$ cat config.mk
export PLATFORM = sky130hd
export DESIGN_NAME = round_robin_sleep_scheduler_flat
export DESIGN_NICKNAME = d
export VERILOG_FILES = /design/src/sv/rrss_pkg.sv /design/src/sv/rrss_if.sv /design/src/sv/rrss_div.sv /design/src/sv/round_robin_sleep_scheduler.sv /design/src/flat_wrapper.sv
export SDC_FILE = /design/constraint.sdc
export NUM_CORES = 2
export LEC_CHECK = 0
export BUFFER_PORTS_ARGS = -buffer_cell sky130_fd_sc_hd__buf_2
export CORE_MARGIN = 2
export CORE_UTILIZATION = 60
export DETAILED_ROUTE_END_ITERATION = 12
export PLACE_DENSITY = 0.76
export RECOVER_POWER = 50
export SLEW_MARGIN = 10
export SYNTH_ARGS = -nofsm -noshare
export SYNTH_HDL_FRONTEND = slang
export SYNTH_SLANG_ARGS = --single-unit
$ cat constraint.sdc
create_clock -name clk -period 15.3 [get_ports clk]
set_clock_uncertainty 0.1 [all_clocks]
set_input_delay 2.295 -clock clk [delete_from_list [all_inputs] [get_ports clk]]
set_output_delay 2.295 -clock clk [all_outputs]
set_load 0.1 [all_outputs]
$ cat src/sv/rrss_pkg.sv
package rrss_pkg;
  localparam int MaxTasks = 16;
  localparam int SlotW = $clog2(MaxTasks);
  localparam int CntW = SlotW + 1;
  localparam logic [1:0] OP_TICK = 2'd0;
  localparam logic [1:0] OP_CREATE = 2'd1;
  localparam logic [1:0] OP_YIELD = 2'd2;
  localparam logic [1:0] OP_SLEEP = 2'd3;
  localparam logic CFG_SLICE = 1'b0;
  localparam logic CFG_TICK = 1'b1;
  localparam logic [1:0] SLOT_FREE = 2'd0;
  localparam logic [1:0] SLOT_READY = 2'd1;
  localparam logic [1:0] SLOT_SLEEP = 2'd2;
  typedef struct packed {
    logic [1:0]  opcode;
    logic [3:0]  task_slot;
    logic [31:0] sleep_ms;
  } in_item_t;
  typedef struct packed {
    logic [3:0] running_slot;
    logic       running_idle;
    logic       switched;
    logic       status;
  } out_item_t;
  typedef struct packed {
    logic       index;
    logic [9:0] data;
  } cfg_item_t;
  typedef struct packed {
    logic        start;
    logic [31:0] dividend;
    logic [9:0]  divisor;
  } div_req_t;
  typedef struct packed {
    logic        done;
    logic [31:0] quotient;
  } div_rsp_t;
endpackage

$ cat src/sv/rrss_if.sv
interface rrss_in_if import rrss_pkg::*; ();
  logic valid;
  logic ready;
  in_item_t data;
  modport source (output valid, output data, input ready);
  modport sink (input valid, input data, output ready);
endinterface

interface rrss_out_if import rrss_pkg::*; ();
  logic valid;
  logic ready;
  out_item_t data;
  modport source (output valid, output data, input ready);
  modport sink (input valid, input data, output ready);
endinterface

interface rrss_cfg_if import rrss_pkg::*; ();
  logic valid;
  logic ready;
  cfg_item_t data;
  modport source (output valid, output data, input ready);
  modport sink (input valid, input data, output ready);
endinterface

$ cat src/sv/rrss_div.sv
// ceil division, one quotient bit per cycle
module rrss_div import rrss_pkg::*; (
  input  logic     clk,
  input  logic     rst_n,
  input  div_req_t req,
  output div_rsp_t rsp
);
  logic [31:0] q_r, q_nxt;
  logic [10:0] rem_r, rem_nxt;
  logic [9:0]  d_r, d_nxt;
  logic [5:0]  cnt_r, cnt_nxt;
  logic        busy_r, busy_nxt;
  logic        done_r, done_nxt;
  logic [10:0] sh;
  logic [31:0] qs;

  always_comb begin
    q_nxt = q_r;
    rem_nxt = rem_r;
    d_nxt = d_r;
    cnt_nxt = cnt_r;
    busy_nxt = busy_r;
    done_nxt = 1'b0;
    sh = {rem_r[9:0], q_r[31]};
    qs = {q_r[30:0], 1'b0};
    if (req.start) begin
      q_nxt = req.dividend;
      rem_nxt = '0;
      d_nxt = req.divisor;
      cnt_nxt = 6'd32;
      busy_nxt = 1'b1;
    end else if (busy_r) begin
      if (sh >= {1'b0, d_r}) begin
        rem_nxt = sh - {1'b0, d_r};
        q_nxt = qs | 32'd1;
      end else begin
        rem_nxt = sh;
        q_nxt = qs;
      end
      cnt_nxt = cnt_r - 6'd1;
      if (cnt_r == 6'd1) begin
        busy_nxt = 1'b0;
        done_nxt = 1'b1;
      end
    end
  end

  always_ff @(posedge clk) begin
    if (!rst_n) begin
      busy_r <= 1'b0;
      done_r <= 1'b0;
      cnt_r <= '0;
    end else begin
      busy_r <= busy_nxt;
      done_r <= done_nxt;
      cnt_r <= cnt_nxt;
    end
    q_r <= q_nxt;
    rem_r <= rem_nxt;
    d_r <= d_nxt;
  end

  assign rsp.done = done_r;
  assign rsp.quotient = q_r + {31'd0, (rem_r != '0)};
endmodule

$ cat src/sv/round_robin_sleep_scheduler.sv
// Hardware round-robin scheduler for 16 task slots plus an idle task. One op is taken at
// a time and returns one result; the next item is taken once that result has gone.
// Create and a rejected sleep pass from execution straight to the result; yield also
// dispatches first; sleep waits for the bit-serial divider that turns milliseconds into
// ticks; tick walks the sleep list entry by entry before dispatch. Configuration
// writes are taken at any time but belong between ops.
module round_robin_sleep_scheduler import rrss_pkg::*; (
  input logic clk,
  input logic rst_n,
  rrss_in_if.sink    in_ch,
  rrss_out_if.source out_ch,
  rrss_cfg_if.sink   cfg_ch
);
  typedef enum logic [6:0] {
    S_IDLE = 7'b0000001,
    S_EXEC = 7'b0000010,
    S_DIVW = 7'b0000100,
    S_WALK = 7'b0001000,
    S_DISP = 7'b0010000,
    S_OUT  = 7'b0100000,
    S_DIVS = 7'b1000000
  } state_t;

  state_t state_r, state_nxt;
  logic [7:0]  slice_len_r;
  logic [9:0]  tick_ms_r;
  logic [SlotW-1:0] rq_r [MaxTasks];
  logic [SlotW-1:0] sq_r [MaxTasks];
  logic [31:0] srem_r [MaxTasks];
  logic [7:0]  slice_r [MaxTasks+1];
  logic [1:0]  sst_r [MaxTasks];
  logic [SlotW-1:0] head_r;
  logic [CntW-1:0]  rcnt_r, scnt_r, walk_r, kept_r;
  logic [SlotW-1:0] cur_r;
  logic idle_r;
  in_item_t  op_r;
  out_item_t res_r;
  logic ovalid_r;
  div_req_t dreq;
  div_rsp_t drsp;
  logic [31:0] m_val;
  logic [9:0]  tp;
  logic [SlotW-1:0] ws, nslot;
  logic [31:0] wv;
  logic [SlotW:0] six;
  logic [7:0]  sv;
  logic        nidle, sw, rej;

  rrss_div u_div (.clk(clk), .rst_n(rst_n), .req(dreq), .rsp(drsp));

  assign tp = (tick_ms_r == '0) ? 10'd1 : tick_ms_r;
  assign m_val = (op_r.sleep_ms < {22'd0, tp}) ? {22'd0, tp} : op_r.sleep_ms;
  assign dreq.start = (state_r == S_DIVS);
  assign dreq.dividend = m_val;
  assign dreq.divisor = tp;
  assign ws = sq_r[walk_r[SlotW-1:0]];
  assign wv = srem_r[ws] - 32'd1;
  assign six = idle_r ? CntW'(MaxTasks) : {1'b0, cur_r};
  assign sv = slice_r[six] - 8'd1;
  assign nidle = (rcnt_r == '0);
  assign nslot = nidle ? '0 : rq_r[head_r];
  assign sw = (idle_r != nidle) || (!nidle && cur_r != nslot);
  assign rej = ((op_r.opcode == OP_CREATE) && (sst_r[op_r.task_slot] != SLOT_FREE))
               || ((op_r.opcode == OP_SLEEP) && idle_r);

  assign in_ch.ready = (state_r == S_IDLE) && !ovalid_r;
  assign cfg_ch.ready = 1'b1;
  assign out_ch.valid = ovalid_r;
  assign out_ch.data = res_r;

  always_comb begin
    state_nxt = state_r;
    unique case (state_r)
      S_IDLE: if (in_ch.valid && in_ch.ready) state_nxt = S_EXEC;
      S_EXEC: begin
        unique case (op_r.opcode)
          OP_TICK:   state_nxt = S_WALK;
          OP_CREATE: state_nxt = S_OUT;
          OP_YIELD:  state_nxt = S_DISP;
          OP_SLEEP:  state_nxt = idle_r ? S_OUT : S_DIVS;
          default:   state_nxt = S_OUT;
        endcase
      end
      S_DIVS: state_nxt = S_DIVW;
      S_DIVW: if (drsp.done) state_nxt = S_DISP;
      S_WALK: if (walk_r >= scnt_r) state_nxt = S_DISP;
      S_DISP: state_nxt = S_OUT;
      S_OUT:  state_nxt = S_IDLE;
      default: state_nxt = S_IDLE;
    endcase
  end

  always_ff @(posedge clk) begin
    if (!rst_n) begin
      state_r <= S_IDLE;
      slice_len_r <= 8'd10;
      tick_ms_r <= 10'd10;
      for (int i = 0; i < MaxTasks; i++) sst_r[i] <= SLOT_FREE;
      for (int i = 0; i <= MaxTasks; i++) slice_r[i] <= 8'd10;
      head_r <= '0;
      rcnt_r <= '0;
      scnt_r <= '0;
      cur_r <= '0;
      idle_r <= 1'b1;
      ovalid_r <= 1'b0;
      walk_r <= '0;
      kept_r <= '0;
    end else begin
      state_r <= state_nxt;
      if (cfg_ch.valid) begin
        if (cfg_ch.data.index == CFG_SLICE) slice_len_r <= cfg_ch.data.data[7:0];
        else tick_ms_r <= cfg_ch.data.data;
      end
      if (ovalid_r && out_ch.ready) ovalid_r <= 1'b0;
      unique case (state_r)
        S_IDLE: if (in_ch.valid && in_ch.ready) op_r <= in_ch.data;
        S_EXEC: begin
          res_r <= '{running_slot: 4'd0, running_idle: 1'b0, switched: 1'b0, status: rej};
          walk_r <= '0;
          kept_r <= '0;
          unique case (op_r.opcode)
            OP_TICK: begin
              if (sv == '0) begin
                slice_r[six] <= slice_len_r;
                if (!idle_r && rcnt_r != '0) begin
                  rq_r[head_r + rcnt_r[SlotW-1:0]] <= cur_r;
                  head_r <= head_r + 1'b1;
                end
              end else begin
                slice_r[six] <= sv;
              end
            end
            OP_CREATE: begin
              if (sst_r[op_r.task_slot] == SLOT_FREE) begin
                sst_r[op_r.task_slot] <= SLOT_READY;
                slice_r[{1'b0, op_r.task_slot}] <= slice_len_r;
                rq_r[head_r + rcnt_r[SlotW-1:0]] <= op_r.task_slot;
                rcnt_r <= rcnt_r + 1'b1;
              end
            end
            OP_YIELD: begin
              if (!idle_r && rcnt_r != '0) begin
                rq_r[head_r + rcnt_r[SlotW-1:0]] <= cur_r;
                head_r <= head_r + 1'b1;
              end
            end
            OP_SLEEP: begin
              if (!idle_r) begin
                if (rcnt_r != '0) begin
                  head_r <= head_r + 1'b1;
                  rcnt_r <= rcnt_r - 1'b1;
                end
                sst_r[cur_r] <= SLOT_SLEEP;
                if (scnt_r < CntW'(MaxTasks)) begin
                  sq_r[scnt_r[SlotW-1:0]] <= cur_r;
                  scnt_r <= scnt_r + 1'b1;
                end
              end
            end
            default: ;
          endcase
        end
        S_DIVW: if (drsp.done) srem_r[cur_r] <= drsp.quotient;
        S_WALK: begin
          if (walk_r < scnt_r) begin
            srem_r[ws] <= wv;
            walk_r <= walk_r + 1'b1;
            if (wv == '0) begin
              sst_r[ws] <= SLOT_READY;
              if (rcnt_r < CntW'(MaxTasks)) begin
                rq_r[head_r + rcnt_r[SlotW-1:0]] <= ws;
                rcnt_r <= rcnt_r + 1'b1;
              end
            end else begin
              sq_r[kept_r[SlotW-1:0]] <= ws;
              kept_r <= kept_r + 1'b1;
            end
          end else begin
            scnt_r <= kept_r;
          end
        end
        S_DISP: begin
          res_r.switched <= sw;
          idle_r <= nidle;
          cur_r <= nslot;
        end
        S_OUT: begin
          res_r <= '{running_slot: idle_r ? 4'd0 : cur_r, running_idle: idle_r,
                     switched: res_r.switched, status: res_r.status};
          ovalid_r <= 1'b1;
        end
        default: ;
      endcase
    end
  end
endmodule

$ cat src/flat_wrapper.sv
// flat-port wrapper written by rule: the top's interface ports become plain ports
module round_robin_sleep_scheduler_flat import rrss_pkg::*;
  (clk, rst_n, in_ch_valid, in_ch_data, in_ch_ready, out_ch_valid, out_ch_data, out_ch_ready, cfg_ch_valid, cfg_ch_data, cfg_ch_ready);
  rrss_in_if in_ch_i ();
  rrss_out_if out_ch_i ();
  rrss_cfg_if cfg_ch_i ();
  input logic clk;
  input logic rst_n;
  input wire logic [$bits(in_ch_i.valid)-1:0] in_ch_valid;
  input wire logic [$bits(in_ch_i.data)-1:0] in_ch_data;
  output wire logic [$bits(in_ch_i.ready)-1:0] in_ch_ready;
  output wire logic [$bits(out_ch_i.valid)-1:0] out_ch_valid;
  output wire logic [$bits(out_ch_i.data)-1:0] out_ch_data;
  input wire logic [$bits(out_ch_i.ready)-1:0] out_ch_ready;
  input wire logic [$bits(cfg_ch_i.valid)-1:0] cfg_ch_valid;
  input wire logic [$bits(cfg_ch_i.data)-1:0] cfg_ch_data;
  output wire logic [$bits(cfg_ch_i.ready)-1:0] cfg_ch_ready;
  assign in_ch_i.valid = in_ch_valid;
  assign in_ch_i.data = in_ch_data;
  assign in_ch_ready = in_ch_i.ready;
  assign out_ch_valid = out_ch_i.valid;
  assign out_ch_data = out_ch_i.data;
  assign out_ch_i.ready = out_ch_ready;
  assign cfg_ch_i.valid = cfg_ch_valid;
  assign cfg_ch_i.data = cfg_ch_data;
  assign cfg_ch_ready = cfg_ch_i.ready;
  round_robin_sleep_scheduler u_core (.clk(clk), .rst_n(rst_n), .in_ch(in_ch_i), .out_ch(out_ch_i), .cfg_ch(cfg_ch_i));
endmodule
=== Yosys cells after proc, flatten, opt, wreduce, memory -nomap -nowiden ===
Memory sizes are Yosys's and may differ from the RTL's. A register that Yosys moved wholly into a read port is not among the register bits.
Cells that the tools add are included.

* Bitwise gates (word level): 7
* Equality and inequality tests: 31
* Reduce and logical (&&, ||, !) cells: 48
* Add/sub/neg operators: 12
* Muxes and demuxes: 139
* Order comparisons: 6

{| class="wikitable"
|+ Operators by type and width
! operator !! number
|-
| $mux W32 || 4
|-
| $mux W4 || 20
|-
| $mux W5 || 16
|-
| $mux W1 || 75
|-
| $pmux W5 S2 || 6
|-
| $pmux W7 S6 || 1
|-
| $add A32 B1 Y32 || 1
|-
| $logic_not A32 Y1 || 1
|-
| $lt A32 B10 Y1 || 1
|-
| $reduce_or A32 Y1 || 1
|-
| $sub A32 B1 Y32 const B || 1
|-
| $mux W7 || 4
|-
| $pmux W7 S4 || 1
|-
| $mux W8 || 3
|-
| $add A5 B1 Y5 const B || 4
|-
| $reduce_or A8 Y1 || 2
|-
| $ne A2 B1 Y1 const B || 7
|-
| $ne A2 B2 Y1 const B || 7
|-
| $mux W6 || 2
|-
| $pmux W4 S3 || 1
|-
| $reduce_and A2 Y1 || 6
|-
| $reduce_bool A2 Y1 || 6
|-
| $ge A11 B10 Y1 || 1
|-
| $mux W11 || 1
|-
| 44 further kinds || 71
|}

* RAM bits: 808
* Memories kept: 5
* Output and inout port bits: 10
* Register bits after elaboration: 161
* Bits of input ports: 54

{| class="wikitable"
|+ Memories
! name !! words !! width !! rd ports !! clocked after Yosys merged registers in !! write ports !! RTL line !! source
|-
| u_core.srem_r || 16 || 32 || 1 || 0 || 1 || round_robin_sleep_scheduler.sv:29 || <nowiki>logic [31:0] srem_r [MaxTasks];</nowiki>
|-
| u_core.slice_r || 17 || 8 || 1 || 0 || 17 || round_robin_sleep_scheduler.sv:30 || <nowiki>logic [7:0] slice_r [MaxTasks+1];</nowiki>
|-
| u_core.rq_r || 16 || 4 || 1 || 1 || 1 || round_robin_sleep_scheduler.sv:27 || <nowiki>logic [SlotW-1:0] rq_r [MaxTasks];</nowiki>
|-
| u_core.sq_r || 16 || 4 || 1 || 1 || 1 || round_robin_sleep_scheduler.sv:28 || <nowiki>logic [SlotW-1:0] sq_r [MaxTasks];</nowiki>
|-
| u_core.sst_r || 16 || 2 || 1 || 1 || 16 || round_robin_sleep_scheduler.sv:31 || <nowiki>logic [1:0] sst_r [MaxTasks];</nowiki>
|}

=== Depth between registers and ports, before layout ===
An unclocked memory read counts as a cell.

* Word-level depth: 13
* Mapped depth: 26
* Depth with buffers taken out: 17

=== Hierarchy ===
Synthesis repeated with hierarchy kept, for this count alone.

* Cells, all modules: 3682
* Area, all modules: 45499.9 um^2

{| class="wikitable"
|+ Modules (own cells, without submodules)
! module !! area an instance (um^2) !! cells each !! times used
|-
| round_robin_sleep_scheduler || 41757.5 || 3323 || 1
|-
| rrss_div || 3742.3 || 359 || 1
|}

=== Worst setup path after synthesis ===
No wires, ideal clock.

* Kind: register to register
* Start point: register (tool-made name)
* End point: memory u_core.rq_r[0][0] (netlist bit) (data pin)
* Setup slack: 9.092 ns
* Clock period less this slack: 6.208 ns
* Arrival time: 5.812 ns
* Cell stages (with the launch flop): 23
* Cell sequence: dfxtp_1 > buf_2 > mux4_2 > a22oi_2 > clkbuf_1 > clkbuf_1 > buf_2 > nand3_1 > nor3_1 > o41ai_1 > nand2_1 > a21oi_1 > inv_1 > ha_1 > nand4_1 > nor3_4 > a31oi_1 > or4_1 > or4b_4 > nand4bb_1 > buf_6 > nor2_4 > mux2i_1

{| class="wikitable"
|+ RTL lines
! item !! RTL line
|-
| end: declaration || round_robin_sleep_scheduler.sv:27
|}

==> results.cfg <==
[worst_setup_path]
worstSetupPathType = register to register
cp-end-kind = register
cp-start-kind = register
arrival_ns = 11.51
required_ns = 15.49
critPathMaxFanout = 112
reg2reg_depth = 17

[cts]
htreeDepth = 3
cts.reportedPaths.clkPinSlew_ns = 0.06
cts_resized = 0
cts_tree = done
cts_made_buffers = 100
clock-sinks = 981
clk-insertion-delay-late_ns = 0.68
postCtsSetupBuffers = 0
cts_max_path_buffers = 3
cts_hold_buf = 0
cts-root-buf = clkbuf_16

[route]
post-route-drc-count = 0
ant_nets = 0
drtIter0Drc = 3915
dr.pass1.iters = 6
num_vias = 30700
wl_mm = 117
wl_per_cell_um = 24.9
vias_per_cell = 6.53

[synthesis]
synth_fp_nets = 3725
synth_cell_types = 94
synth_async_sr_flop_share = 0
yosys_register_bits = 981
netlist_area_um2 = 45200
synth_cells = 3627
post_synth.cell_area_avg_um2 = 12.5
synth_ff_type = edfxtp_1
yosysTopAreaCell = edfxtp_1
synthTopCellsByArea = edfxtp_1 (59%), dfxtp_1 (3.8%), nand2_1 (3.6%), mux2i_1 (3.5%), mux4_2 (2.8%)
ys_warn_count = 0
yosysSeqAreaShare = 0.633
yosysTopAreaCellShare = 0.595
synth_edf_count = 895

[power]
comb_power_share = 0.021
clkPwrFrac = 0.447
power_frac_seq = 0.532
p_int_mw = 4.39
p_sw_frac = 0.206
p_switching_mw = 1.14
p_leak_nw = 16.9
ir_worst_vdd_mv = 0.105
power_mw = 5.52
powerDensity_nw_per_um2 = 111

[sta]
min_period_ns = 11.32
hold_violations = 0
final_max_slew_viol_count = 933
tightest_slew_ns = 3.78
setup_viol = 0
fin_tns_setup_ns = 0
fin_crit_sh = 0.740
max_slew_margin = -1.52
max_freq_mhz = 88.4
grt_setup_unrepaired = no

[outcome]
status = finished with violations
violations = capacitance limit, slew limit

[global_routing]
grt_pass1_wl_mm = 176
grt-ovfl-total = 0
grt_pass1_vias = 29400
antenna_found_initial = 1
grt_max_degree = 113
grt_usage = 0.301

[layout]
antenna_cells = 0
syn2layout_area_growth_pct = 10.0
layout.cells.most_common_list = edfxtp_1 (895), nand2_1 (432), nand3_1 (244)
seq_area_um2 = 28600
fin_nets = 3750
final_common_cell = edfxtp_1
post-route-util = 0.668
multiInputGateArea_um2 = 15400
drive_above_1_share = 0.108
fillers = 5328
final_cells = 4706

[placed_design]
gp_congestion = 0.932
hpwl_mm = 71.5
dp.cells = 4519
port_buffers = 62

[die]
num_rows = 100
dieArea_um2 = 77500
io_pins = 64
start_util = 0.607
die_h_um = 278
core-area_um2 = 74400
die_w_um = 278

[flow_run]
maxCapViolCount = 27

[worst_hold_path]
hold_class = register to register
whs_path_depth = 2
==> synthesized netlist by cell type, types with 74 or more instances <==
master    count
clkbuf_1    135
nand2_1     433
nand2b_1     74
nor3_1       87
nor2_1      243
mux2i_1     158
a21oi_1      74
edfxtp_1    895
o21ai_0     146
nand3_1     244
and3_1       77
dfxtp_1      86
==> metal layers <==
layer,track usage,up-vias,wire length [µm]
met2,0.479,1639,54800
li1,-,13700,-
met3,0.0536,326,11400
met1,0.414,15000,45900
met5,0,-,0
met4,0.122,0,4930
==> per-stage QoR <==
step                      hold WS, ns  instance area [µm²]  setup slack (ns)
after floorplan                 0.341                45200              9.09
after global placement          0.353                46500              6.31
after detailed placement        0.365                46500              6.13
after CTS                       0.382                49900              6.08
after global routing            0.408                49700              2.84
final                           0.383                49700              3.98
==> cell families (layout without fill, tap and decap cells) <==
kind of cell | Yosys count | in the layout | share of synthesized area
AND/OR/NAND/NOR | 1402 | 1402 | 0.154
flip-flops | 981 | 981 | 0.633
AO/OA/AOI/OAI | 580 | 580 | 0.0862
buffers and inverters | 307 | 417 | 0.0298
multiplexers | 232 | 232 | 0.0685
XOR/XNOR | 80 | 80 | 0.0155
adder cells (fa/ha/maj) | 44 | 44 | 0.0125
other | 1 | 1 | 0.0000830
==> final cells by class <==
class | instances | area share
clock buffers | 122 | 0.0556
multi-input cells | 2339 | 0.309
repair buffers | 159 | 0.0179
well taps | 969 | 0.0244
inverters | 71 | 0.00536
flip-flops and latches | 981 | 0.575
clock inverters | 65 | 0.0122
==> power by group through the flow <==
stage | clock network [mW] | logic (mW) | registers [mW]
6_report | 2.47 | 0.115 | 2.94
5_1_grt | 2.59 | 0.127 | 2.94
4_1_cts | 2.48 | 0.117 | 2.94
3_5_place_dp | 0 | 0.115 | 2.99
3_3_place_gp | 0 | 0.113 | 2.99
2_1_floorplan | 0 | 0.0827 | 2.99
==> registers in the layout (all words and copies together), names as in the netlist, 4 cells and up, named ones only <==
signal and count:
u_core.srem_r 512, u_core.slice_r 136, u_core.rq_r 64, u_core.sq_r 64, u_core.op_r 38, u_core.sst_r 32, u_core.u_div.q_r 32, u_core.u_div.rem_r 11
u_core.tick_ms_r 10, u_core.u_div.d_r 10, u_core.slice_len_r 8, u_core.out_ch.data 7, u_core.state_r 7, u_core.u_div.cnt_r 6, u_core.kept_r 5, u_core.rcnt_r 5
u_core.scnt_r 5, u_core.walk_r 5, u_core.cur_r 4, u_core.head_r 4
==> critical path, stage by stage, from the launching register on <==
cell,delay (ns)
dfxtp_1,0.31
clkbuf_1,2.64
mux4_2,0.53
a22oi_2,0.34
buf_4,0.60
buf_4,0.66
a21boi_0,0.19
o21ai_1,0.18
a31oi_1,0.12
nor4_2,0.76
nand4_1,0.49
nor3_4,0.46
a31oi_1,0.16
or4_1,0.55
or4b_4,0.57
nand4bb_1,0.80
nor2_4,0.45
mux2i_1,0.96
==> final timing paths <==
path | from | to | slack (ns)
max | register | u_core.rq_r[6][1] | 3.98
min | u_core.tick_ms_r[0] | u_core.tick_ms_r[0] | 0.38
max reg2reg | register | u_core.rq_r[6][1] | 3.98
min reg2reg | u_core.tick_ms_r[0] | u_core.tick_ms_r[0] | 0.38
(Power assumes the default switching activity.)
